**config.mk**
```make
export PLATFORM = sky130hd
export DESIGN_NAME = vpa_front_flat
export DESIGN_NICKNAME = d
export VERILOG_FILES = /design/src/vpa_pkg.sv /design/src/vpa_if.sv /design/src/vpa_front.sv /design/src/flat_wrapper.sv
export SDC_FILE = /design/constraint.sdc
export NUM_CORES = 1
export LEC_CHECK = 0
export BUFFER_PORTS_ARGS = -buffer_cell sky130_fd_sc_hd__buf_2
export CAP_MARGIN = 15
export CORE_MARGIN = 5
export CORE_UTILIZATION = 59
export CTS_CLUSTER_DIAMETER = 40
export DETAILED_ROUTE_END_ITERATION = 10
export MAX_ROUTING_LAYER = met4
export PLACE_DENSITY = 0.83
export SYNTH_ARGS = -nofsm -noshare
export SYNTH_HDL_FRONTEND = slang
export SYNTH_SLANG_ARGS = --single-unit
```
**constraint.sdc**
```tcl
create_clock -name clk_i -period 7.97 [get_ports clk_i]
set_input_delay 0.3985 -clock clk_i [delete_from_list [all_inputs] [get_ports clk_i]]
set_output_delay 0.3985 -clock clk_i [all_outputs]
set_load 0.005 [all_outputs]
```
**src/vpa_pkg.sv**
```systemverilog
`timescale 1ns / 1ps

package vpa_pkg;

  localparam int unsigned ENTRIES  = 64;
  localparam int unsigned IDX_W    = $clog2(ENTRIES);
  localparam int unsigned ADDR_W   = 16;
  localparam int unsigned LEN_W    = ADDR_W + 1;
  localparam int unsigned ID_W     = 8;

  localparam int unsigned ACTION_W = 2;
  localparam int unsigned POLICY_W = 2;
  localparam int unsigned JOB_ID_W = 8;
  localparam int unsigned SIZE_W   = 17;
  localparam int unsigned REGION_W = 16;
  localparam int unsigned STATUS_W = 2;
  localparam int unsigned BSTART_W = 16;
  localparam int unsigned BLEN_W   = 17;

  localparam int unsigned SUM_W    = ((LEN_W > SIZE_W) ? LEN_W : SIZE_W) + 2;

  localparam int unsigned QDEPTH   = 2;
  localparam int unsigned QPTR_W   = $clog2(QDEPTH);
  localparam int unsigned QCNT_W   = $clog2(QDEPTH + 1);

  typedef enum logic [ACTION_W-1:0] {
    ACT_ALLOC   = 2'd0,
    ACT_RELEASE = 2'd1,
    ACT_ADD     = 2'd2
  } action_e;

  typedef enum logic [POLICY_W-1:0] {
    POL_FIRST = 2'd0,
    POL_BEST  = 2'd1,
    POL_WORST = 2'd2
  } policy_e;

  typedef enum logic [STATUS_W-1:0] {
    ST_OK        = 2'd0,
    ST_NO_FIT    = 2'd1,
    ST_NOT_FOUND = 2'd2,
    ST_FULL      = 2'd3
  } status_e;

  typedef enum logic [1:0] {
    OP_ALLOC,
    OP_RELEASE,
    OP_ADD,
    OP_NOP
  } op_e;

  typedef struct packed {
    op_e                 op;
    policy_e             pol;
    logic [ID_W-1:0]     id;
    logic [SIZE_W-1:0]   size;
    logic [ADDR_W-1:0]   base;
    logic [LEN_W-1:0]    len;
  } item_t;

  // Clip a length so that the range does not run past the top of the address space
  function automatic logic [LEN_W-1:0] clip_len(input logic [ADDR_W-1:0] start,
                                                input logic [SUM_W-1:0] len);
    logic [SUM_W-1:0] room;
    room = (SUM_W'(1) << ADDR_W) - SUM_W'(start);
    return (len > room) ? LEN_W'(room) : LEN_W'(len);
  endfunction

endpackage

```
**src/vpa_if.sv**
```systemverilog
`timescale 1ns / 1ps

interface vpa_in_if;
  logic                          valid;
  logic                          ready;
  logic [vpa_pkg::ACTION_W-1:0]  action;
  logic [vpa_pkg::POLICY_W-1:0]  policy;
  logic [vpa_pkg::JOB_ID_W-1:0]  job_id;
  logic [vpa_pkg::SIZE_W-1:0]    request_size;
  logic [vpa_pkg::REGION_W-1:0]  region_start;

  modport source (output valid, action, policy, job_id, request_size, region_start,
                  input ready);
  modport sink (input valid, action, policy, job_id, request_size, region_start,
                output ready);
endinterface


```
**src/vpa_front.sv**
```systemverilog
`timescale 1ns / 1ps

module vpa_front (
  input  logic           clk_i,
  input  logic           rst_ni,
  vpa_in_if.sink         in_i,
  output logic           q_valid_o,
  input  logic           q_ready_i,
  output vpa_pkg::item_t q_item_o
);

  vpa_pkg::item_t              fifo_q [vpa_pkg::QDEPTH];
  vpa_pkg::item_t              item_in;
  logic [vpa_pkg::QPTR_W-1:0]  wp_q, rp_q;
  logic [vpa_pkg::QCNT_W-1:0]  cnt_q;
  logic                        push, pop;
  logic [vpa_pkg::ADDR_W-1:0]  base;
  logic [vpa_pkg::LEN_W-1:0]   clipped;

  assign base    = vpa_pkg::ADDR_W'(in_i.region_start);
  assign clipped = vpa_pkg::clip_len(base, vpa_pkg::SUM_W'(in_i.request_size));

  // Classify the transaction before it is queued
  always_comb begin
    item_in.id   = vpa_pkg::ID_W'(in_i.job_id);
    item_in.size = in_i.request_size;
    item_in.base = base;
    item_in.len  = clipped;
    case (in_i.policy)
      vpa_pkg::POL_BEST:  item_in.pol = vpa_pkg::POL_BEST;
      vpa_pkg::POL_WORST: item_in.pol = vpa_pkg::POL_WORST;
      default:            item_in.pol = vpa_pkg::POL_FIRST;
    endcase
    case (in_i.action)
      vpa_pkg::ACT_ALLOC:   item_in.op = vpa_pkg::OP_ALLOC;
      vpa_pkg::ACT_RELEASE: item_in.op = vpa_pkg::OP_RELEASE;
      vpa_pkg::ACT_ADD:     item_in.op = (clipped == '0) ? vpa_pkg::OP_NOP : vpa_pkg::OP_ADD;
      default:              item_in.op = vpa_pkg::OP_NOP;
    endcase
  end

  assign in_i.ready = (cnt_q != vpa_pkg::QCNT_W'(vpa_pkg::QDEPTH));
  assign push       = in_i.valid && in_i.ready;
  assign q_valid_o  = (cnt_q != '0);
  assign pop        = q_valid_o && q_ready_i;
  assign q_item_o   = fifo_q[rp_q];

  always_ff @(posedge clk_i) begin
    if (push) begin
      fifo_q[wp_q] <= item_in;
    end
  end

  always_ff @(posedge clk_i or negedge rst_ni) begin
    if (!rst_ni) begin
      wp_q  <= '0;
      rp_q  <= '0;
      cnt_q <= '0;
    end else begin
      if (push) begin
        wp_q <= wp_q + 1'b1;
      end
      if (pop) begin
        rp_q <= rp_q + 1'b1;
      end
      if (push && !pop) begin
        cnt_q <= cnt_q + 1'b1;
      end else if (pop && !push) begin
        cnt_q <= cnt_q - 1'b1;
      end
    end
  end

  a_cnt_bound: assert property (@(posedge clk_i) disable iff (!rst_ni)
    cnt_q <= vpa_pkg::QCNT_W'(vpa_pkg::QDEPTH))
    else $error("queue count out of range");

  a_full_blocks: assert property (@(posedge clk_i) disable iff (!rst_ni)
    (cnt_q == vpa_pkg::QCNT_W'(vpa_pkg::QDEPTH)) |-> !in_i.ready)
    else $error("queue accepts while full");

  a_hold_valid: assert property (@(posedge clk_i) disable iff (!rst_ni)
    (q_valid_o && !q_ready_i) |=> q_valid_o)
    else $error("queued transaction dropped");

endmodule

```
**src/flat_wrapper.sv**
```systemverilog
// flat-port wrapper written by rule: the top's interface ports become plain ports
module vpa_front_flat 
  (clk_i, rst_ni, q_valid_o, q_ready_i, q_item_o, in_i_valid, in_i_action, in_i_policy, in_i_job_id, in_i_request_size, in_i_region_start, in_i_ready);
  vpa_in_if in_i_i ();
  input  logic clk_i;
  input  logic rst_ni;
  output logic q_valid_o;
  input  logic q_ready_i;
  output vpa_pkg::item_t q_item_o;
  input wire logic [$bits(in_i_i.valid)-1:0] in_i_valid;
  input wire logic [$bits(in_i_i.action)-1:0] in_i_action;
  input wire logic [$bits(in_i_i.policy)-1:0] in_i_policy;
  input wire logic [$bits(in_i_i.job_id)-1:0] in_i_job_id;
  input wire logic [$bits(in_i_i.request_size)-1:0] in_i_request_size;
  input wire logic [$bits(in_i_i.region_start)-1:0] in_i_region_start;
  output wire logic [$bits(in_i_i.ready)-1:0] in_i_ready;
  assign in_i_i.valid = in_i_valid;
  assign in_i_i.action = in_i_action;
  assign in_i_i.policy = in_i_policy;
  assign in_i_i.job_id = in_i_job_id;
  assign in_i_i.request_size = in_i_request_size;
  assign in_i_i.region_start = in_i_region_start;
  assign in_i_ready = in_i_i.ready;
  vpa_front u_core (.clk_i(clk_i), .rst_ni(rst_ni), .in_i(in_i_i), .q_valid_o(q_valid_o), .q_ready_i(q_ready_i), .q_item_o(q_item_o));
endmodule
```
==> results of run 1 <==
## worst reg2reg max path: cells and delay by family (launching register included)
kind / cells / cell delay (ps)
buffers and inverters: 1 / 640
DFF: 1 / 400
and+or+nand+nor: 3 / 380
## kinds of logic after synthesis
family	Yosys count	synth area share [%]
adder cells (fa/ha/maj)	19	4.14
XOR/XNOR	18	2.75
flip-flops	128	66.6
AND/OR/NAND/NOR	62	6.04
AO/OA/AOI/OAI	55	5.88
multiplexers	65	12.8
buffers and inverters	25	1.83
## power by group
part / internal [mW] / switching [mW] / leakage [nW] / total (mW)
clock network: 0.569 / 0.277 / 0.309 / 0.845
registers: 0.930 / 0.0646 / 1.20 / 0.994
logic: 0.298 / 0.311 / 1.19 / 0.608
## cell type report
cell class	count	area, um2	area share, %
inverters	12	45.0	0.634
flip-flops and latches	128	3820	53.8
repair buffers	116	593	8.35
clock inverters	15	241	3.40
well taps	133	166	2.34
multi-input cells	219	1820	25.6
clock buffers	17	414	5.83
## final timing paths
path / to / slack, ps
setup / recovery: u_core.fifo_q[1][12] / 4400
hold / removal: u_core.fifo_q[0][53] / 70
max in group asynchronous: u_core.rp_q / 7620
setup reg to reg: u_core.fifo_q[0][31] / 6130
min in group asynchronous: u_core.wp_q / 230
hold reg to reg: u_core.cnt_q[1] / 490
## cell usage in the layout (no fill, tap or decap), types with 5 or more instances in the layout
cell type / count
mux2_2: 62
inv_1: 12
nor2_1: 11
edfxtp_1: 124
nand2_1: 10
xnor2_1: 9
nor3_1: 5
clkbuf_16: 16
a21oi_1: 5
o21ai_0: 39
bufinv_16: 6
buf_2: 112
ha_1: 19
xor2_1: 9
nand4_1: 6
nor4_1: 6
nand3_1: 5
## registers in the layout, summed over array words and instances (netlist names)
register and flops:
u_core.fifo_q 124, u_core.cnt_q 2, u_core.rp_q 1, u_core.wp_q 1
## cells in the mapped netlist, types with 4 or more instances
library cell / number / share of area, %
nand4_1: 6 / 0.65
nor3_1: 5 / 0.44
nand2_1: 10 / 0.65
xnor2_1: 9 / 1.4
xor2_1: 9 / 1.4
nor2_1: 12 / 0.78
clkbuf_1: 6 / 0.39
ha_1: 19 / 4.1
o21ai_0: 39 / 3.4
edfxtp_1: 124 / 65
a21oi_1: 5 / 0.44
dfrtp_1: 4 / 1.7
mux2_2: 62 / 12
nor4_1: 6 / 0.65
nand3_1: 5 / 0.44
inv_1: 12 / 0.78
## repair_timing
item                                    in CTS  in global routing
endpoints found under the setup margin       0                  0
setup buffers                                0                  0
hold buffers                                 1                  0
hold endpoints to repair                     4                  0
gates resized for setup                      0                  0
## layer usage
layer / up-vias / GRT usage, %
met1: 1772 / 27.8
met2: 190 / 36.2
met3: 30 / 6.69
li1: 1681 / -
met5: - / -
met4: 0 / 9.20
## per-stage QoR
stage	cells	util (%)	cell area, um2	setup slack [ps]	total power [mW]
final	640	73.7	7110	4400	2.45
after global routing	640	73.7	7110	4210	2.56
after CTS	640	73.7	7110	4470	2.47
after detailed placement	607	66.8	6440	3980	1.62
after global placement	607	66.8	6440	4140	1.60
after floorplan	372	-	5740	4240	1.36
==> metrics.yaml, run 1 <==
min_path:
  hold_path_depth: 1
  holdCritStartpoint: "in_i_job_id[3]"
  hold_class: "input port to flop"
synthesis:
  synth_seq_area_share_pct: 66.6
  synth.avg_cell_area_um2: 15.4
  synth_nets: 440
  synth_edf_count: 124
  synth.distinct_cells: 43
  ys_async_sr_fraction_pct: 3.13
  ys_seq_elements: 128
  synth_area_mm2: 0.00574
  synth_cells: 372
  synth_top_flop_cell: "edfxtp_1"
  yosys_warnings: 0
detailed_routing:
  firstDrtPassIters: 5
  dr_wl_met2_mm: 6.29
  route.detailed.wl_per_inst_um: 19.5
  postRouteAntennaNets: 0
  wirelength_mm: 12.5
  drt_iter0_markers: 329
  wl_met1_mm: 5.04
  post-route-drc-count: 0
  routed.top_layer: "met4"
  vias: 3673
  viasPerCell: 5.74
  wl_met3_um: 905
setup_path:
  path_cells: "buf_2, nor4_4, nand3_1, or2_2, xnor2_1, ha_1, nand4_1, a211oi_1, a2111o_1, a221oi_4, or2b_4, o21ai_0"
  startpoint: "in_i_region_start[4]"
  slowest_stage: "a221oi_4"
  reg2reg_depth: 4
  critPathLaunchType: "input port"
  reg2reg_from: "u_core.cnt_q[0]"
  crit_family: "simple AND/OR/NAND/NOR gates"
  crit_path_end_kind: "flop"
  crit_type: "input port to flop"
  critPathMaxFanout: 19
  crit_cells: 12
  required_ps: 8200
  critPathMaxStageDelay_ps: 640
  arrival_ps: 3800
  crit_buf_inv: 1
floorplan:
  ioPinCount: 113
  rows: 36
  die_w_um: 109
  die_h_um: 109
  core_area_mm2: 0.00964
  die-area_mm2: 0.0118
  start_util_pct: 59.6
cts:
  h-tree-depth: 4
  cts_sinks: 128
  cts_tree: "yes"
  clock_latency_ps: 520
  clk_pin_slew_ps: 60
  cts_buffers: 17
  clk_path_buf_depth: 2
  clockRootBuffer: "clkbuf_8"
global_route:
  antenna_found_initial: 0
  grt_pass1_vias: 3782
  grt_pass1_wl_mm: 19.3
  grt-ovfl-total: 0
  grt_max_degree: 63
  grt_usage_pct: 22.9
timing:
  hold_viol_final: 0
  finalClockSkew_ps: 6.46
  worst_slew_margin_rel_pct: 43.8
  setup_tns_ps: 0
  tightest_slew_ps: 842
  rsz0062_at_grt: "no"
  fin_crit_sh_pct: 44.8
  hold_ws_ps: 67.9
  final_max_slew_viol_count: 0
  period_minus_slack_ps: 3570
  fmax_ghz: 0.280
  finalSetupViolCount: 0
power:
  pwr_density_cell_mw_per_mm2: 344
  vdd_drop_max_mv: 0.180
  p_leak_nw: 2.70
status:
  run_status: "complete, no violations"
placed_design:
  hpwl_mm: 8.39
  gp_congestion: 0.935
  io_buffers: 112
layout:
  drive_gt1_share_pct: 43.0
  layout.nets: 562
  n_fill_cell: 640
  area_delta_synth_final_pct: 23.8
  diodes: 0
run:
  cap_violations: 0
Note: power is estimated with default switching activity, not from simulation.
==> inputs of run 2 (changes only) <==
- CORE_UTILIZATION: 59 -> 55
- PLACE_DENSITY: 0.83 -> 0.78
- clock period: 7.97 -> 3.5 ns (I/O delays scaled with it)
==> metrics.yaml, run 2 (same netlist as run 1, synthesis figures left out) <==
status:
  run_status: "complete, no violations"
cts:
  clk_path_buf_depth: 2
  clock_latency_ps: 510
  cts_sinks: 128
  clockRootBuffer: "clkbuf_8"
  clk_pin_slew_ps: 60
  cts_buffers: 17
  cts_tree: "yes"
  h-tree-depth: 4
setup_path:
  crit_type: "input port to flop"
  critPathLaunchType: "input port"
  required_ps: 3820
  r2r_slack_ps: 1490
  timing.rr.end: "u_core.fifo_q[0][36]"
  reg2reg_from: "u_core.cnt_q[0]"
  critPathMaxFanout: 7
  arrival_ps: 3760
  startpoint: "in_i_region_start[4]"
  reg2reg_depth: 4
  crit_path_end_kind: "flop"
detailed_routing:
  firstDrtPassIters: 5
  vias: 4030
  drt_iter0_markers: 239
  post-route-drc-count: 0
  viasPerCell: 5.68
  wirelength_mm: 14.0
  postRouteAntennaNets: 0
  route.detailed.wl_per_inst_um: 19.8
floorplan:
  ioPinCount: 113
  core_area_mm2: 0.0102
  start_util_pct: 56.1
  rows: 37
  die_w_um: 112
  die_h_um: 112
  die-area_mm2: 0.0126
layout:
  layout_common_cells: "edfxtp_1 (124), buf_2 (112), mux2_2 (62)"
  top_regs: "u_core.fifo_q (124), u_core.cnt_q (2)"
  top_register: "u_core.fifo_q"
  layout_commonest_cell: "edfxtp_1"
  drive_gt1_share_pct: 42.8
  diodes: 0
  largest_reg_flops: 124
  layout.nets: 628
  post-route-util_pct: 75.0
  area_delta_synth_final_pct: 33.6
timing:
  period_minus_slack_ps: 3430
  final_max_slew_viol_count: 0
  fin_crit_sh_pct: 98.1
  hold_ws_ps: 41.4
  hold_viol_final: 0
  worst_slew_margin_rel_pct: 43.0
  finalSetupViolCount: 0
  finalClockSkew_ps: 8.39
  tightest_slew_ps: 856
  setup_tns_ps: 0
  fmax_ghz: 0.291
placed_design:
  gp_congestion: 0.938
  hpwl_mm: 8.83
  io_buffers: 112
min_path:
  hold_class: "input port to flop"
  holdCritStartpoint: "in_i_valid"
  hold_path_depth: 3
  hold_end: "u_core.wp_q"
power:
  p_leak_nw: 2.94
  power_mw: 5.32
  pwr_density_cell_mw_per_mm2: 694
  vdd_drop_max_mv: 0.533
global_route:
  grt-ovfl-total: 0
  grt_pass1_vias: 4196
  antenna_found_initial: 0
  grt_max_degree: 63
  grt_usage_pct: 22.9
  grt_pass1_wl_mm: 21.7
run:
  cap_violations: 0
==> run 2: cell count changes in the layout (fill, tap and decap cells not counted), sizes merged <==
cell	delta
dlygate4sd3	+48
clkinvlp	+3
bufinv	-5
or2b	+3
buf	+15
clkinv	+1
inv	+1
==> run 2: how the worst max path moves through the flow <==
stage	end	slack [ps]
after floorplan	u_core.fifo_q[0][4]	420
after global placement	u_core.fifo_q[0][10]	280
after detailed placement	u_core.fifo_q[1][60]	120
after CTS	u_core.fifo_q[1][60]	120
after global routing	u_core.fifo_q[0][60]	-70
final	u_core.fifo_q[0][0]	70
==> run 2: power breakdown <==
| group | internal (mW) | switching [mW] | total (mW) |
|---|---|---|---|
| clock network | 0.932 | 0.641 | 1.57 |
| registers | 2.11 | 0.160 | 2.27 |
| logic | 0.739 | 0.737 | 1.48 |
| total | 3.78 | 1.54 | 5.32 |
==> run 2: critical path: stages <==
cell,delay [ps]
dlygate4sd3_1,520
buf_2,170
nor4_4,440
buf_4,190
nand3_2,100
nor2_2,180
xor2_2,210
ha_1,270
nand4_1,150
inv_1,60
a2111o_1,410
a221oi_4,400
buf_2,240
o21ai_0,120
o21ai_0,130
==> run 2: through the flow <==
step | setup slack [ps] | instances | cell area (um2)
global placement | 280 | 615 | 6480
floorplan | 424 | 372 | 5740
detailed placement | 121 | 615 | 6480
finish | 67.0 | 709 | 7670
CTS | 118 | 696 | 7510
global route | -70.5 | 709 | 7670
==> run 2: layer usage <==
layer  up-vias  global-route usage (%)  wire (um)
li1       1830                       -          -
met1      1963                    27.4       5660
met2       204                    37.5       7050
met3        33                    5.71        963
met4         0                    8.57        361
met5         -                       -          0
==> run 2: timing repair <==
action                     4_1_cts  5_1_grt
resized for setup                0       20
buffers inserted                 0        8
hold endpoints to repair        95        0
setup endpoints to repair        0       36
hold buffers                    49        0
==> run 2: area by class of cell <==
class	count	area (um2)
flip-flops and latches	128	3820
fillers	661	2560
multi-input cells	222	1900
repair buffers	179	1190
clock buffers	17	414
well taps	136	170
clock inverters	15	120
inverters	12	48.8
==> inputs of run 3 (changes only) <==
- BUFFER_PORTS_ARGS: -buffer_cell sky130_fd_sc_hd__buf_2 -> not set
- CORE_UTILIZATION: 55 -> 60
- DONT_BUFFER_PORTS: not set -> 1
- PLACE_DENSITY: 0.78 -> 0.74
==> metrics.yaml, run 3 (same netlist as run 1, synthesis figures left out) <==
status:
  run_status: "complete, no violations"
detailed_routing:
  firstDrtPassIters: 5
  drt_iter0_markers: 265
  route.detailed.wl_per_inst_um: 22.4
  vias: 3437
  postRouteAntennaNets: 0
  viasPerCell: 5.98
  wirelength_mm: 12.9
  post-route-drc-count: 0
cts:
  h-tree-depth: 4
  clock_latency_ps: 510
  cts_tree: "yes"
  cts_resized: 0
  cts_buffers: 17
  cts_sinks: 128
  clk_path_buf_depth: 2
  post_cts_buffers: 0
  ctsHoldBuffers: 50
  clk_pin_slew_ps: 60
  clockRootBuffer: "clkbuf_8"
power:
  clkPwrFrac_pct: 35.1
  p_switching_mw: 1.43
  swShare_pct: 27.5
  p_comb_share_pct: 22.7
  vdd_drop_max_mv: 0.655
  p_leak_nw: 2.47
  power_frac_seq_pct: 42.3
  p_int_mw: 3.78
  pwr_density_cell_mw_per_mm2: 744
setup_path:
  critPathMaxFanout: 18
  reg2reg_from: "u_core.cnt_q[0]"
  critPathLaunchType: "input port"
  arrival_ps: 3610
  crit_type: "input port to flop"
  crit_path_end_kind: "flop"
  required_ps: 3810
  startpoint: "in_i_region_start[0]"
layout:
  area_delta_synth_final_pct: 22.2
  layout_commonest_cell: "edfxtp_1"
  layout.nets: 501
  drive_gt1_share_pct: 24.7
  layout_common_cells: "edfxtp_1 (124), mux2_2 (62), dlygate4sd3_1 (50)"
  largest_reg_flops: 124
  diodes: 0
  stdcell_count: 575
  top_register: "u_core.fifo_q"
  top_regs: "u_core.fifo_q (124), u_core.cnt_q (2)"
placed_design:
  gp_congestion: 0.875
  hpwl_mm: 7.56
  io_buffers: 0
  place_inst: 493
global_route:
  grt_pass1_wl_mm: 19.5
  grt_pass1_vias: 3552
  grt_usage_pct: 23.6
  grt-ovfl-total: 0
  grt_max_degree: 64
  antenna_found_initial: 0
min_path:
  hold_class: "input port to flop"
  holdCritStartpoint: "in_i_region_start[15]"
timing:
  worst_slew_margin_rel_pct: 42.6
  fmax_ghz: 0.303
  tightest_slew_ps: 861
  finalClockSkew_ps: 3.61
  rsz0062_at_grt: "no"
  hold_viol_final: 0
  final_max_slew_viol_count: 0
  finalSetupViolCount: 0
  fin_crit_sh_pct: 94.3
  period_minus_slack_ps: 3300
  setup_tns_ps: 0
  hold_ws_ps: 56.0
floorplan:
  die-area_mm2: 0.0116
  start_util_pct: 61.8
  die_w_um: 108
  rows: 35
  core_area_mm2: 0.00928
  ioPinCount: 113
  die_h_um: 108
run:
  cap_violations: 0
-- run 3: cell types whose count changed in the layout (fill, tap and decap cells not counted), moves of 3 or more --
cell / previous run / this run
buf_4: 17 / 5
clkinv_4: 1 / 4
clkinvlp_4: 6 / 2
clkinv_1: 3 / 0
bufinv_16: 1 / 4
buf_2: 112 / 0
-- run 3: layout make-up --
type	instances	area [um2]
well taps	129	161
inverters	12	45.0
clock buffers	17	414
fillers	594	2270
clock inverters	15	209
flip-flops and latches	128	3820
multi-input cells	219	1820
repair buffers	55	538
-- run 3: critical path: stages --
cell,delay (ps)
dlygate4sd3_1,590
inv_1,90
ha_1,290
nand3_1,190
or2_2,330
xnor2_1,200
ha_1,280
nand4_1,120
a211oi_1,70
a2111o_1,440
a221oi_4,260
buf_4,260
o21ai_0,140
o21ai_0,170
-- run 3: power groups by stage --
| stage | Clock (mW) | Combinational [mW] | Sequential (mW) |
|---|---|---|---|
| global route | 1.94 | 1.28 | 2.23 |
| finish | 1.83 | 1.18 | 2.20 |
| detailed placement | 0 | 1.14 | 2.23 |
| CTS | 1.85 | 1.21 | 2.20 |
| floorplan | 0 | 0.875 | 2.21 |
| global placement | 0 | 1.14 | 2.21 |
-- run 3: per-stage QoR --
step	setup WS, ps	util [%]	total power, mW	area (um2)
after detailed placement	357	63.5	3.37	5890
after CTS	272	75.6	5.25	7010
after global placement	455	63.5	3.35	5890
after global routing	10.0	75.6	5.45	7010
final	198	75.6	5.22	7010
after floorplan	424	-	3.09	5740
-- run 3: layer usage --
| metal | track usage [%] | part of all wire (%) |
|---|---|---|
| met1 | 27.7 | 40 |
| met2 | 38.9 | 51 |
| met3 | 7.44 | 7.4 |
| met4 | 7.66 | 1.8 |
| met5 | - | 0 |
-- run 3: worst paths after layout --
kind | endpoint | depth (start not counted) | slack, ps
min in group asynchronous | u_core.rp_q | 2 | 460
setup / recovery | u_core.fifo_q[1][9] | 14 | 200
hold reg to reg | u_core.cnt_q[1] | 1 | 480
setup reg to reg | u_core.fifo_q[0][2] | 4 | 1600
max in group asynchronous | u_core.rp_q | 2 | 2870
hold / removal | u_core.fifo_q[1][15] | 2 | 60
